[config.mk]
export PLATFORM = sky130hd
export DESIGN_NAME = postfix_expression_evaluator
export DESIGN_NICKNAME = d
export VERILOG_FILES = /design/src/pfe_pkg.sv /design/src/postfix_expression_evaluator.sv
export SDC_FILE = /design/constraint.sdc
export NUM_CORES = 1
export LEC_CHECK = 0
export BUFFER_PORTS_ARGS = -buffer_cell sky130_fd_sc_hd__buf_2
export CAP_MARGIN = 40
export CORE_MARGIN = 2
export CORE_UTILIZATION = 60
export CTS_BUF_LIST = sky130_fd_sc_hd__clkbuf_2
export DETAILED_ROUTE_END_ITERATION = 10
export GPL_TIMING_DRIVEN = 0
export PLACE_DENSITY = 0.86
export SYNTH_ARGS = -nofsm -noshare
export SYNTH_HDL_FRONTEND = slang
export SYNTH_SLANG_ARGS = --single-unit
[constraint.sdc]
create_clock -name i_clk -period 9.17 [get_ports i_clk]
set_input_delay 1.834 -clock i_clk [delete_from_list [all_inputs] [get_ports i_clk]]
set_output_delay 1.834 -clock i_clk [all_outputs]
set_load 0.1 [all_outputs]
[src/pfe_pkg.sv]
//==============================================================================
// pfe_pkg
// Word types, status codes and character codes of the postfix evaluator.
//==============================================================================
`default_nettype none

package pfe_pkg;

    typedef struct packed {
        logic [7:0] char_code;
        logic       is_last;
    } t_in_word;

    typedef struct packed {
        logic signed [31:0] top_value;
        logic [2:0]         status;
        logic [4:0]         items_left;
    } t_out_word;

    localparam logic [2:0] ST_OK      = 3'd0;
    localparam logic [2:0] ST_UNDER   = 3'd1;
    localparam logic [2:0] ST_OVER    = 3'd2;
    localparam logic [2:0] ST_DIVZ    = 3'd3;
    localparam logic [2:0] ST_BADCHAR = 3'd4;

    localparam logic [7:0] CH_ZERO  = 8'h30;
    localparam logic [7:0] CH_NINE  = 8'h39;
    localparam logic [7:0] CH_PLUS  = 8'h2B;
    localparam logic [7:0] CH_MINUS = 8'h2D;
    localparam logic [7:0] CH_TIMES = 8'h2A;
    localparam logic [7:0] CH_SLASH = 8'h2F;

endpackage

`default_nettype wire

[src/postfix_expression_evaluator.sv]
//==============================================================================
// postfix_expression_evaluator
// Evaluates a postfix expression streamed one character word at a time.
//==============================================================================
//  channel | direction | handshake                  | word
//  in      | input     | i_in_valid / o_in_stall    | pfe_pkg::t_in_word
//  out     | output    | o_out_valid / i_out_stall  | pfe_pkg::t_out_word
//
//  Digit, + and -: accept, execute and finish steps; * and / add a shift-add
//  multiplier or restoring divider pass before finish; errors go straight to finish.
//  The stack sits in a one-port-write synchronous memory; the top entry is a
//  register, so an operator reads one operand from memory.
//  Reset clears state, pointer, error and output valid; no clearing pass on the memory.
//  A last word waits in the finish step while a previous result is stalled.
//==============================================================================
`default_nettype none

module postfix_expression_evaluator #(
    parameter int STACK_DEPTH = 16,
    parameter int VALUE_WIDTH = 32
) (
    input  wire                      i_clk,
    input  wire                      i_rst_n,
    input  wire                      i_in_valid,
    output logic                     o_in_stall,
    input  wire pfe_pkg::t_in_word   i_in_data,
    output logic                     o_out_valid,
    input  wire                      i_out_stall,
    output pfe_pkg::t_out_word       o_out_data
);

    localparam int AW  = $clog2(STACK_DEPTH);
    localparam int SPW = $clog2(STACK_DEPTH + 1);
    localparam int CW  = $clog2(VALUE_WIDTH);
    localparam int W   = VALUE_WIDTH;

    localparam logic [2:0] S_IDLE = 3'd0;
    localparam logic [2:0] S_EXEC = 3'd1;
    localparam logic [2:0] S_MUL  = 3'd2;
    localparam logic [2:0] S_DIV  = 3'd3;
    localparam logic [2:0] S_FIN  = 3'd4;

    logic [W-1:0] r_mem [STACK_DEPTH];

    logic [2:0]     r_state, n_state;
    logic [SPW-1:0] r_sp, n_sp;
    logic [2:0]     r_err, n_err;
    logic [W-1:0]   r_top, n_top;
    logic [7:0]     r_char;
    logic           r_last;
    logic [W-1:0]   r_rd;
    logic [W-1:0]   r_acc, n_acc;
    logic [W-1:0]   r_opa, n_opa;
    logic [W-1:0]   r_opb, n_opb;
    logic [CW-1:0]  r_cnt, n_cnt;
    logic           r_neg, n_neg;
    logic           r_out_valid, n_out_valid;
    pfe_pkg::t_out_word r_out, n_out;

    logic           accept;
    logic           we;
    logic [AW-1:0]  waddr;
    logic [AW-1:0]  raddr;
    logic [W-1:0]   mul_sum;
    logic [W:0]     div_shift;
    logic [W:0]     div_diff;
    logic [W-1:0]   div_rem;
    logic [W-1:0]   div_quo;
    logic [W-1:0]   div_res;
    logic [2:0]     fin_status;
    logic signed [W-1:0] top_s;

    assign accept     = i_in_valid && !o_in_stall;
    assign o_in_stall = (r_state != S_IDLE);
    assign raddr      = AW'(r_sp - SPW'(2));

    assign mul_sum   = r_acc + (r_opb[0] ? r_opa : '0);
    assign div_shift = {r_acc, r_opa[W-1]};
    assign div_diff  = div_shift - {1'b0, r_opb};
    assign div_rem   = div_diff[W] ? div_shift[W-1:0] : div_diff[W-1:0];
    assign div_quo   = {r_opa[W-2:0], !div_diff[W]};
    assign div_res   = r_neg ? (W'(0) - div_quo) : div_quo;
    assign top_s     = r_top;

    always_ff @(posedge i_clk) begin
        if (we) begin
            r_mem[waddr] <= r_top;
        end
        if (accept) begin
            r_rd   <= r_mem[raddr];
            r_char <= i_in_data.char_code;
            r_last <= i_in_data.is_last;
        end
    end

    always_comb begin
        n_state     = r_state;
        n_sp        = r_sp;
        n_err       = r_err;
        n_top       = r_top;
        n_acc       = r_acc;
        n_opa       = r_opa;
        n_opb       = r_opb;
        n_cnt       = r_cnt;
        n_neg       = r_neg;
        n_out_valid = r_out_valid && i_out_stall;
        n_out       = r_out;
        we          = 1'b0;
        waddr       = AW'(r_sp - SPW'(1));
        fin_status  = r_err;
        if (r_err == pfe_pkg::ST_OK && r_sp == '0) begin
            fin_status = pfe_pkg::ST_UNDER;
        end
        case (r_state)
            S_IDLE: begin
                if (accept) begin
                    n_state = S_EXEC;
                end
            end
            S_EXEC: begin
                n_state = S_FIN;
                if (r_err == pfe_pkg::ST_OK) begin
                    if (r_char inside {[pfe_pkg::CH_ZERO:pfe_pkg::CH_NINE]}) begin
                        if (r_sp >= SPW'(STACK_DEPTH)) begin
                            n_err = pfe_pkg::ST_OVER;
                        end else begin
                            we    = (r_sp != '0);
                            n_top = W'(r_char - pfe_pkg::CH_ZERO);
                            n_sp  = r_sp + SPW'(1);
                        end
                    end else if (!(r_char inside {pfe_pkg::CH_PLUS, pfe_pkg::CH_MINUS,
                                                  pfe_pkg::CH_TIMES, pfe_pkg::CH_SLASH})) begin
                        n_err = pfe_pkg::ST_BADCHAR;
                    end else if (r_sp < SPW'(2)) begin
                        n_err = pfe_pkg::ST_UNDER;
                    end else begin
                        case (r_char)
                            pfe_pkg::CH_PLUS: begin
                                n_top = r_rd + r_top;
                                n_sp  = r_sp - SPW'(1);
                            end
                            pfe_pkg::CH_MINUS: begin
                                n_top = r_rd - r_top;
                                n_sp  = r_sp - SPW'(1);
                            end
                            pfe_pkg::CH_TIMES: begin
                                n_acc   = '0;
                                n_opa   = r_rd;
                                n_opb   = r_top;
                                n_cnt   = '0;
                                n_state = S_MUL;
                            end
                            default: begin
                                if (r_top == '0) begin
                                    n_err = pfe_pkg::ST_DIVZ;
                                end else begin
                                    n_acc   = '0;
                                    n_opa   = r_rd[W-1] ? (W'(0) - r_rd) : r_rd;
                                    n_opb   = r_top[W-1] ? (W'(0) - r_top) : r_top;
                                    n_neg   = r_rd[W-1] ^ r_top[W-1];
                                    n_cnt   = '0;
                                    n_state = S_DIV;
                                end
                            end
                        endcase
                    end
                end
            end
            S_MUL: begin
                n_acc = mul_sum;
                n_opa = {r_opa[W-2:0], 1'b0};
                n_opb = {1'b0, r_opb[W-1:1]};
                n_cnt = r_cnt + CW'(1);
                if (r_cnt == CW'(W - 1)) begin
                    n_top   = mul_sum;
                    n_sp    = r_sp - SPW'(1);
                    n_state = S_FIN;
                end
            end
            S_DIV: begin
                n_acc = div_rem;
                n_opa = div_quo;
                n_cnt = r_cnt + CW'(1);
                if (r_cnt == CW'(W - 1)) begin
                    n_top   = div_res;
                    n_sp    = r_sp - SPW'(1);
                    n_state = S_FIN;
                end
            end
            S_FIN: begin
                if (!r_last) begin
                    n_state = S_IDLE;
                end else if (!r_out_valid || !i_out_stall) begin
                    n_out_valid      = 1'b1;
                    n_out.status     = fin_status;
                    n_out.items_left = 5'(r_sp);
                    n_out.top_value  = (fin_status == pfe_pkg::ST_OK) ? 32'(top_s) : '0;
                    n_sp             = '0;
                    n_err            = pfe_pkg::ST_OK;
                    n_state          = S_IDLE;
                end
            end
            default: begin
                n_state = S_IDLE;
            end
        endcase
    end

    always_ff @(posedge i_clk) begin
        if (!i_rst_n) begin
            r_state     <= S_IDLE;
            r_sp        <= '0;
            r_err       <= pfe_pkg::ST_OK;
            r_out_valid <= 1'b0;
        end else begin
            r_state     <= n_state;
            r_sp        <= n_sp;
            r_err       <= n_err;
            r_out_valid <= n_out_valid;
        end
        r_top <= n_top;
        r_acc <= n_acc;
        r_opa <= n_opa;
        r_opb <= n_opb;
        r_cnt <= n_cnt;
        r_neg <= n_neg;
        r_out <= n_out;
    end

    assign o_out_valid = r_out_valid;
    assign o_out_data  = r_out;

endmodule

`default_nettype wire

## Word level (Yosys, flattened, before mapping)

Memories as Yosys holds them, arrays and structs flattened. A register that Yosys moved wholly into a read port is not among the register bits.
Index checks and enable logic that the tools add are counted.

| word-level totals | value |
|---|---|
| output and inout port bits | 42 |
| logic and storage cells | 183 |
| flip-flop bits (word level) | 195 |
| bits in writable memories | 512 |
| memories | 1 |

Memories:

| name | words | bits a word | rd ports | clocked after Yosys merged registers in | write ports | RTL line | RTL |
|---|---|---|---|---|---|---|---|
| r_mem | 16 | 32 | 1 | 1 | 1 | postfix_expression_evaluator.sv:43 | `logic [W-1:0] r_mem [STACK_DEPTH];` |

| cells by class | value |
|---|---|
| reduce and logical (&&, ||, !) cells | 34 |
| equal/unequal tests | 30 |
| order comparisons | 4 |
| add/subtract/negate cells | 12 |
| bitwise logic cells | 5 |
| muxes and demuxes | 82 |

Operator list:

| operator | count |
|---|---|
| 32-bit two-way mux | 27 |
| 32-bit case mux with 2 select lines | 5 |
| 32-bit case mux with 3 select lines | 3 |
| 1-bit by 32-bit subtractor with 32-bit output (first input constant) | 3 |
| 5-bit two-way mux | 14 |
| 32-bit adder | 2 |
| 3-bit two-way mux | 18 |
| 7-bit AND reduction | 5 |
| 33-bit by 32-bit subtractor with 33-bit output | 1 |
| 8-bit by 6-bit equality test with 1-bit output (second input constant) | 4 |
| 32-bit logical NOT | 1 |
| 32-bit subtractor | 1 |
| 3-bit inequality test (second input constant) | 7 |
| 2-bit inequality test (second input constant) | 10 |
| 5-bit case mux with 2 select lines | 2 |
| 5-bit case mux with 3 select lines | 1 |
| 3-bit case mux with 2 select lines | 2 |
| 3-bit case mux with 4 select lines | 1 |
| 5-bit by 1-bit adder with 5-bit output (second input constant) | 2 |
| 5-bit inequality test (second input constant) | 2 |
| 3-bit logical NOT | 3 |
| 1-bit two-way mux | 9 |
| 9-bit AND reduction | 1 |
| 3-bit nonzero test | 3 |
| 26 further kinds | 40 |

## Longest topological paths before layout

| depth | value |
|---|---|
| depth after elaboration | 9 |
| gate-level depth with buffers | 23 |
| depth with buffers taken out | 23 |

## Least setup slack after synthesis

OpenSTA, ideal clock, no wires.

| path | value |
|---|---|
| kind | register to register |
| start point | register r_sp[1] |
| end point | register r_acc[0], enable pin |
| cell stages (with the launch flop) | 11 |
| path buffers | 2 |
| path slack | 2140 ps |
| arrival | 6465 ps |
| path through | dfxtp_1 -> clkbuf_1 -> clkbuf_1 -> inv_1 -> ha_1 -> nor3b_1 -> nand2b_1 -> nand2b_1 -> nor2_1 -> a21oi_1 -> nor3_1 |

| between the ends | value |
|---|---|
| longest elaborated chain between the ends | 3 |

Ends and longest elaborated chain:

| element | RTL line | RTL |
|---|---|---|
| start: declaration | postfix_expression_evaluator.sv:46 | `logic [SPW-1:0] r_sp, n_sp;` |
| start signal: assignment | postfix_expression_evaluator.sv:217 | `r_sp <= n_sp;` |
| 5-bit by 2-bit < comparator with 1-bit output | postfix_expression_evaluator.sv:134 | `end else if (r_sp < SPW'(2)) begin` |
| 2-bit inequality test (no line) | n/a |  |
| 7-bit AND reduction (no line) | n/a |  |
| end signal: assignment | postfix_expression_evaluator.sv:222 | `r_acc <= n_acc;` |
| end: declaration | postfix_expression_evaluator.sv:52 | `logic [W-1:0] r_acc, n_acc;` |

No other way between the ends.
A chain may end at the register's enable or synchronous reset.

## Final worst setup path

| path | value |
|---|---|
| start point | register r_top[1] |
| end point | register r_top[31] (data pin) |

| between the ends | value |
|---|---|
| longest elaborated chain between the ends | 7 |
| elaborated cells between the ends (all ways) | 8 |
| classes of those cells | add/sub: 2; mux: 6 |

Ends and longest elaborated chain:

| element | RTL line | RTL |
|---|---|---|
| start: declaration | postfix_expression_evaluator.sv:48 | `logic [W-1:0] r_top, n_top;` |
| start signal: assignment | postfix_expression_evaluator.sv:221 | `r_top <= n_top;` |
| 32-bit subtractor / 32-bit adder (equally long branches) | postfix_expression_evaluator.sv:143, postfix_expression_evaluator.sv:139 |  |
| 32-bit case mux with 2 select lines * | postfix_expression_evaluator.sv:137 | `case (r_char)` |
| 32-bit two-way mux * | postfix_expression_evaluator.sv:134 |  |
| 32-bit two-way mux * | postfix_expression_evaluator.sv:131 | `end else if (!(r_char inside {pfe_pkg::CH_PLUS, pfe_pkg::CH_MINUS,` |
| 32-bit two-way mux * | postfix_expression_evaluator.sv:123 | `if (r_char inside {[pfe_pkg::CH_ZERO:pfe_pkg::CH_NINE]}) begin` |
| 32-bit two-way mux * | postfix_expression_evaluator.sv:122 | `if (r_err == pfe_pkg::ST_OK) begin` |
| 32-bit case mux with 3 select lines * | postfix_expression_evaluator.sv:114 | `case (r_state)` |
| net n_top[31] | postfix_expression_evaluator.sv:48 |  |

The timed path passes the listed nets; every way through them passes the cells marked *. The select of a mux whose other input is x is not followed.

==> impl_metrics.env <==
export IMPL_total_track_usage=0.332
export IMPL_via_count=24984
export IMPL_worst_r2r_path_depth=21
export IMPL_layout_min_cycle_time_ns=6.71
export IMPL_global_route_overflow_total=0
export IMPL_cts_tree="yes"
export IMPL_synthesis_area_um2=36500
export IMPL_clk_latency_ns=1.36
export IMPL_cts_buffer_depth=3
export IMPL_floorplan_die_area_um2=62800
export IMPL_synth_ff_type="sky130_fd_sc_hd__edfxtp_1"
export IMPL_max_cap_check_violation_count=0
export IMPL_cpLargestDelayFamily="compound AO/OA/AOI/OAI gates"
export IMPL_tritoncts_num_buffers=175
export IMPL_power_total_w=0.00937
export IMPL_ys_warnings_count=0
export IMPL_p_leak_nw=14.1
export IMPL_top_level_ports=55
export IMPL_worst_hold_path_num_cells=0
export IMPL_timing_worst_slew_pin_value_ns=1.05
export IMPL_run_status="complete, no violations"
export IMPL_hold_class="flop to flop"
export IMPL_report_final_slew_viol_count=0
export IMPL_worst_min_delay_path_startpoint="r_sp[3]"
export IMPL_cts_htree_levels=4
export IMPL_synth_enable_flop_cells=727
export IMPL_synth_nets=2743
export IMPL_die_height_um=251
export IMPL_cts_reportedPaths_clkPinSlew_ns=0.10
export IMPL_fmax_mhz=149
export IMPL_whs_ns=0.462
export IMPL_synth_area_per_cell_um2=13.9
export IMPL_drc=0
export IMPL_cp_max_fo=18
export IMPL_hold_viol=0
export IMPL_clockRootBuffer="sky130_fd_sc_hd__clkbuf_2"
export IMPL_cp_startpoint="r_top[1]"
export IMPL_max_slew_margin_rel=0.299
export IMPL_setup_viol_count_final=0
export IMPL_r2r_start="r_top[1]"
export IMPL_drt_wirelength_per_cell_um=27.1
export IMPL_core_area_um2=60200
export IMPL_placed_cells_incl_taps=3499
export IMPL_cts_hold_repair_buffers=0
export IMPL_path_cells="inv_1, ha_1, nand2_1, or3_4, or3_1, or3_1, or3_4, nor3_4, nor2_1, xnor2_1, ha_1, a211oi_1, o21ai_0, a311o_1, o31a_1, a31oi_1, nand2b_1, a21o_1, a2111oi_0, o41ai_1, o2111ai_1"
export IMPL_fin_tns_setup_ns=0
export IMPL_finalNonFillerCells=3810
export IMPL_grt_max_degree=33
export IMPL_antenna_found_initial=4
export IMPL_syn_instance_count=2616
export IMPL_fp_row_count=90
export IMPL_synth_top_cells_by_area="sky130_fd_sc_hd__edfxtp_1 (60%), sky130_fd_sc_hd__mux4_2 (9.9%), sky130_fd_sc_hd__ha_1 (3.8%)"
export IMPL_drtIter0Drc=3239
export IMPL_clkSinkCount=739
export IMPL_first_global_vias=25078
export IMPL_post_cts_resized=0
export IMPL_finish_net_count=3025
export IMPL_sum_of_routed_wire_length_over_all_layers_um=103000
export IMPL_bufs_and_invs_on_worst_path=1
export IMPL_timing_final_crit_share=0.732
export IMPL_critical_path_class="flop to flop"
export IMPL_max_stage_delay_ns=0.67
export IMPL_cp_num_cells=21
export IMPL_syn2layout_area_growth_pct=10.3
export IMPL_vdd_ir_drop_worst_uv=166
export IMPL_crit_path_end_kind="flop"
export IMPL_asyncSetResetFlopFracSynth=0
export IMPL_place_port_buffers=54
export IMPL_worst_case_clock_skew_ns=0.111
export IMPL_synth_largest_type_area_fraction=0.598
export IMPL_fill_cells=4068
export IMPL_worstPathArrival_ns=7.81
export IMPL_drive_gt1_frac=0.196
export IMPL_via_per_inst=6.56
export IMPL_netlist_cell_type_count=85
export IMPL_grt_setup_unrepaired="false"
export IMPL_crit_required_ns=10.27
export IMPL_crit_slowest_cell="sky130_fd_sc_hd__edfxtp_1"
export IMPL_register_area_share_after_synthesis=0.605
export IMPL_final_design_instance_area_without_fill_um2=40200
export IMPL_drt_pre_antenna_iters=6
export IMPL_initial_core_util=0.605
export IMPL_post_dp_cell_area_um2=38600
export IMPL_place_hpwl_um=76100
export IMPL_ant_nets=0
export IMPL_wire_length_of_the_first_global_routing_pass_um=153000
export IMPL_p_per_area_nw_per_um2=233
export IMPL_netlist_top_cell_by_area="sky130_fd_sc_hd__edfxtp_1"
export IMPL_post_cts_repair_setup_buffers=0
export IMPL_worstSetupStartpointType="flop"
export IMPL_chipWidth_um=251
export IMPL_synth_seq_cells=739
export IMPL_gp_routability_congestion=1.02
placed cells by master, fill, tap and decap left out, drive strengths merged, types with 11 or more instances in the layout:
cell    Yosys  routed
o21a       11      11
edfxtp    727     727
a21boi     11      11
and2       84      84
o41ai      13      13
clkbuf     94     346
a211o      11      11
inv        67      76
nor2b      17      17
nand3      34      34
nor3       37      37
xnor2     101     101
o221ai     13      13
xor2       92      92
o21bai     12      12
nand4      12      12
buf        22     126
or2        11      11
a21oi     137     137
nand2b     22      22
o31ai      20      20
o21ai     167     167
ha        111     111
nand2     219     219
clkinv      0      40
or3        22      22
a31oi      13      13
dfxtp      12      12
o211ai     15      15
mux2i      35      35
and3       13      13
a21o       44      44
mux4      160     160
a211oi     22      22
nor2      154     154
layer usage:
metal	up-vias	global-route usage	share of wire
met2	1726	0.550	0.49
met4	2	0.180	0.050
li1	10756	-	-
met3	307	0.0595	0.096
met5	-	0	0.00017
met1	12193	0.419	0.36
cell families (layout without fill, tap and decap cells):
kind of cell	after synthesis	after routing	share of synthesized area
AOI/OAI and AO/OA	523	523	0.0901
xor gates and xnor gates	193	193	0.0465
adders and majority gates	114	114	0.0397
buffers and inverters	183	591	0.0192
DFF	739	739	0.605
muxes	196	196	0.109
other	0	4	0
and+or+nand+nor	668	668	0.0903
through the flow:
stage / util / setup slack, ns
finish: 0.668 / 2.46
global route: 0.668 / 2.30
CTS: 0.666 / 2.63
detailed placement: 0.640 / 2.70
global placement: 0.626 / -1.26
floorplan: - / 2.14
layout make-up:
class / instances / area, um2 / share of cell area
well taps: 782 / 978 / 0.0243
multi-input cells: 1694 / 13800 / 0.343
clock inverters: 52 / 294 / 0.00731
clock buffers: 251 / 1260 / 0.0312
repair buffers: 105 / 1120 / 0.0278
flip-flops and latches: 739 / 22100 / 0.549
plain buffers: 116 / 450 / 0.0112
diodes: 4 / 10.0 / 0.000249
inverters: 67 / 251 / 0.00625
where the power goes:
group	switching (W)	internal [W]	total, W
registers	0.000368	0.00413	0.00449
clock network	0.00134	0.000781	0.00212
logic	0.00161	0.00114	0.00275
Yosys cell counts (44+ instances only):
library cell               count
sky130_fd_sc_hd__clkbuf_1     94
sky130_fd_sc_hd__mux4_2      160
sky130_fd_sc_hd__a21oi_1     137
sky130_fd_sc_hd__nand2_1     218
sky130_fd_sc_hd__a21o_1       44
sky130_fd_sc_hd__xor2_1       92
sky130_fd_sc_hd__ha_1        111
sky130_fd_sc_hd__and2_1       83
sky130_fd_sc_hd__inv_1        66
sky130_fd_sc_hd__o21ai_0     157
sky130_fd_sc_hd__edfxtp_1    727
sky130_fd_sc_hd__nor2_1      153
sky130_fd_sc_hd__xnor2_1     100
path summary, 6_finish.rpt:
kind	to	slack (ns)
max	r_top[31]	2.46
max reg2reg	r_top[31]	2.46
min reg2reg	o_out_data[3]	0.46
min	o_out_data[3]	0.46
worst register-to-register path: stages, from the launching register on:
cell and delay (ns):
sky130_fd_sc_hd__edfxtp_1 0.67, sky130_fd_sc_hd__inv_1 0.25, sky130_fd_sc_hd__ha_1 0.23, sky130_fd_sc_hd__nand2_1 0.12, sky130_fd_sc_hd__or3_4 0.36, sky130_fd_sc_hd__or3_1 0.38, sky130_fd_sc_hd__or3_1 0.38, sky130_fd_sc_hd__or3_4 0.38
sky130_fd_sc_hd__nor3_4 0.29, sky130_fd_sc_hd__nor2_1 0.10, sky130_fd_sc_hd__xnor2_1 0.18, sky130_fd_sc_hd__ha_1 0.41, sky130_fd_sc_hd__a211oi_1 0.27, sky130_fd_sc_hd__o21ai_0 0.17, sky130_fd_sc_hd__a311o_1 0.41, sky130_fd_sc_hd__o31a_1 0.32
sky130_fd_sc_hd__a31oi_1 0.34, sky130_fd_sc_hd__nand2b_1 0.10, sky130_fd_sc_hd__a21o_1 0.22, sky130_fd_sc_hd__a2111oi_0 0.54, sky130_fd_sc_hd__o41ai_1 0.20, sky130_fd_sc_hd__o2111ai_1 0.16
state kept, by name, indices dropped and copies added (netlist names):
name and cells:
o_out_data 40, o_out_valid 1, r_acc 32, r_char 8, r_cnt 5, r_err 3
r_last 1, r_mem 512, r_neg 1, r_opa 32, r_opb 32, r_rd 32
r_sp 5, r_state 3, r_top 32
Power figures use the tool's default switching activity.
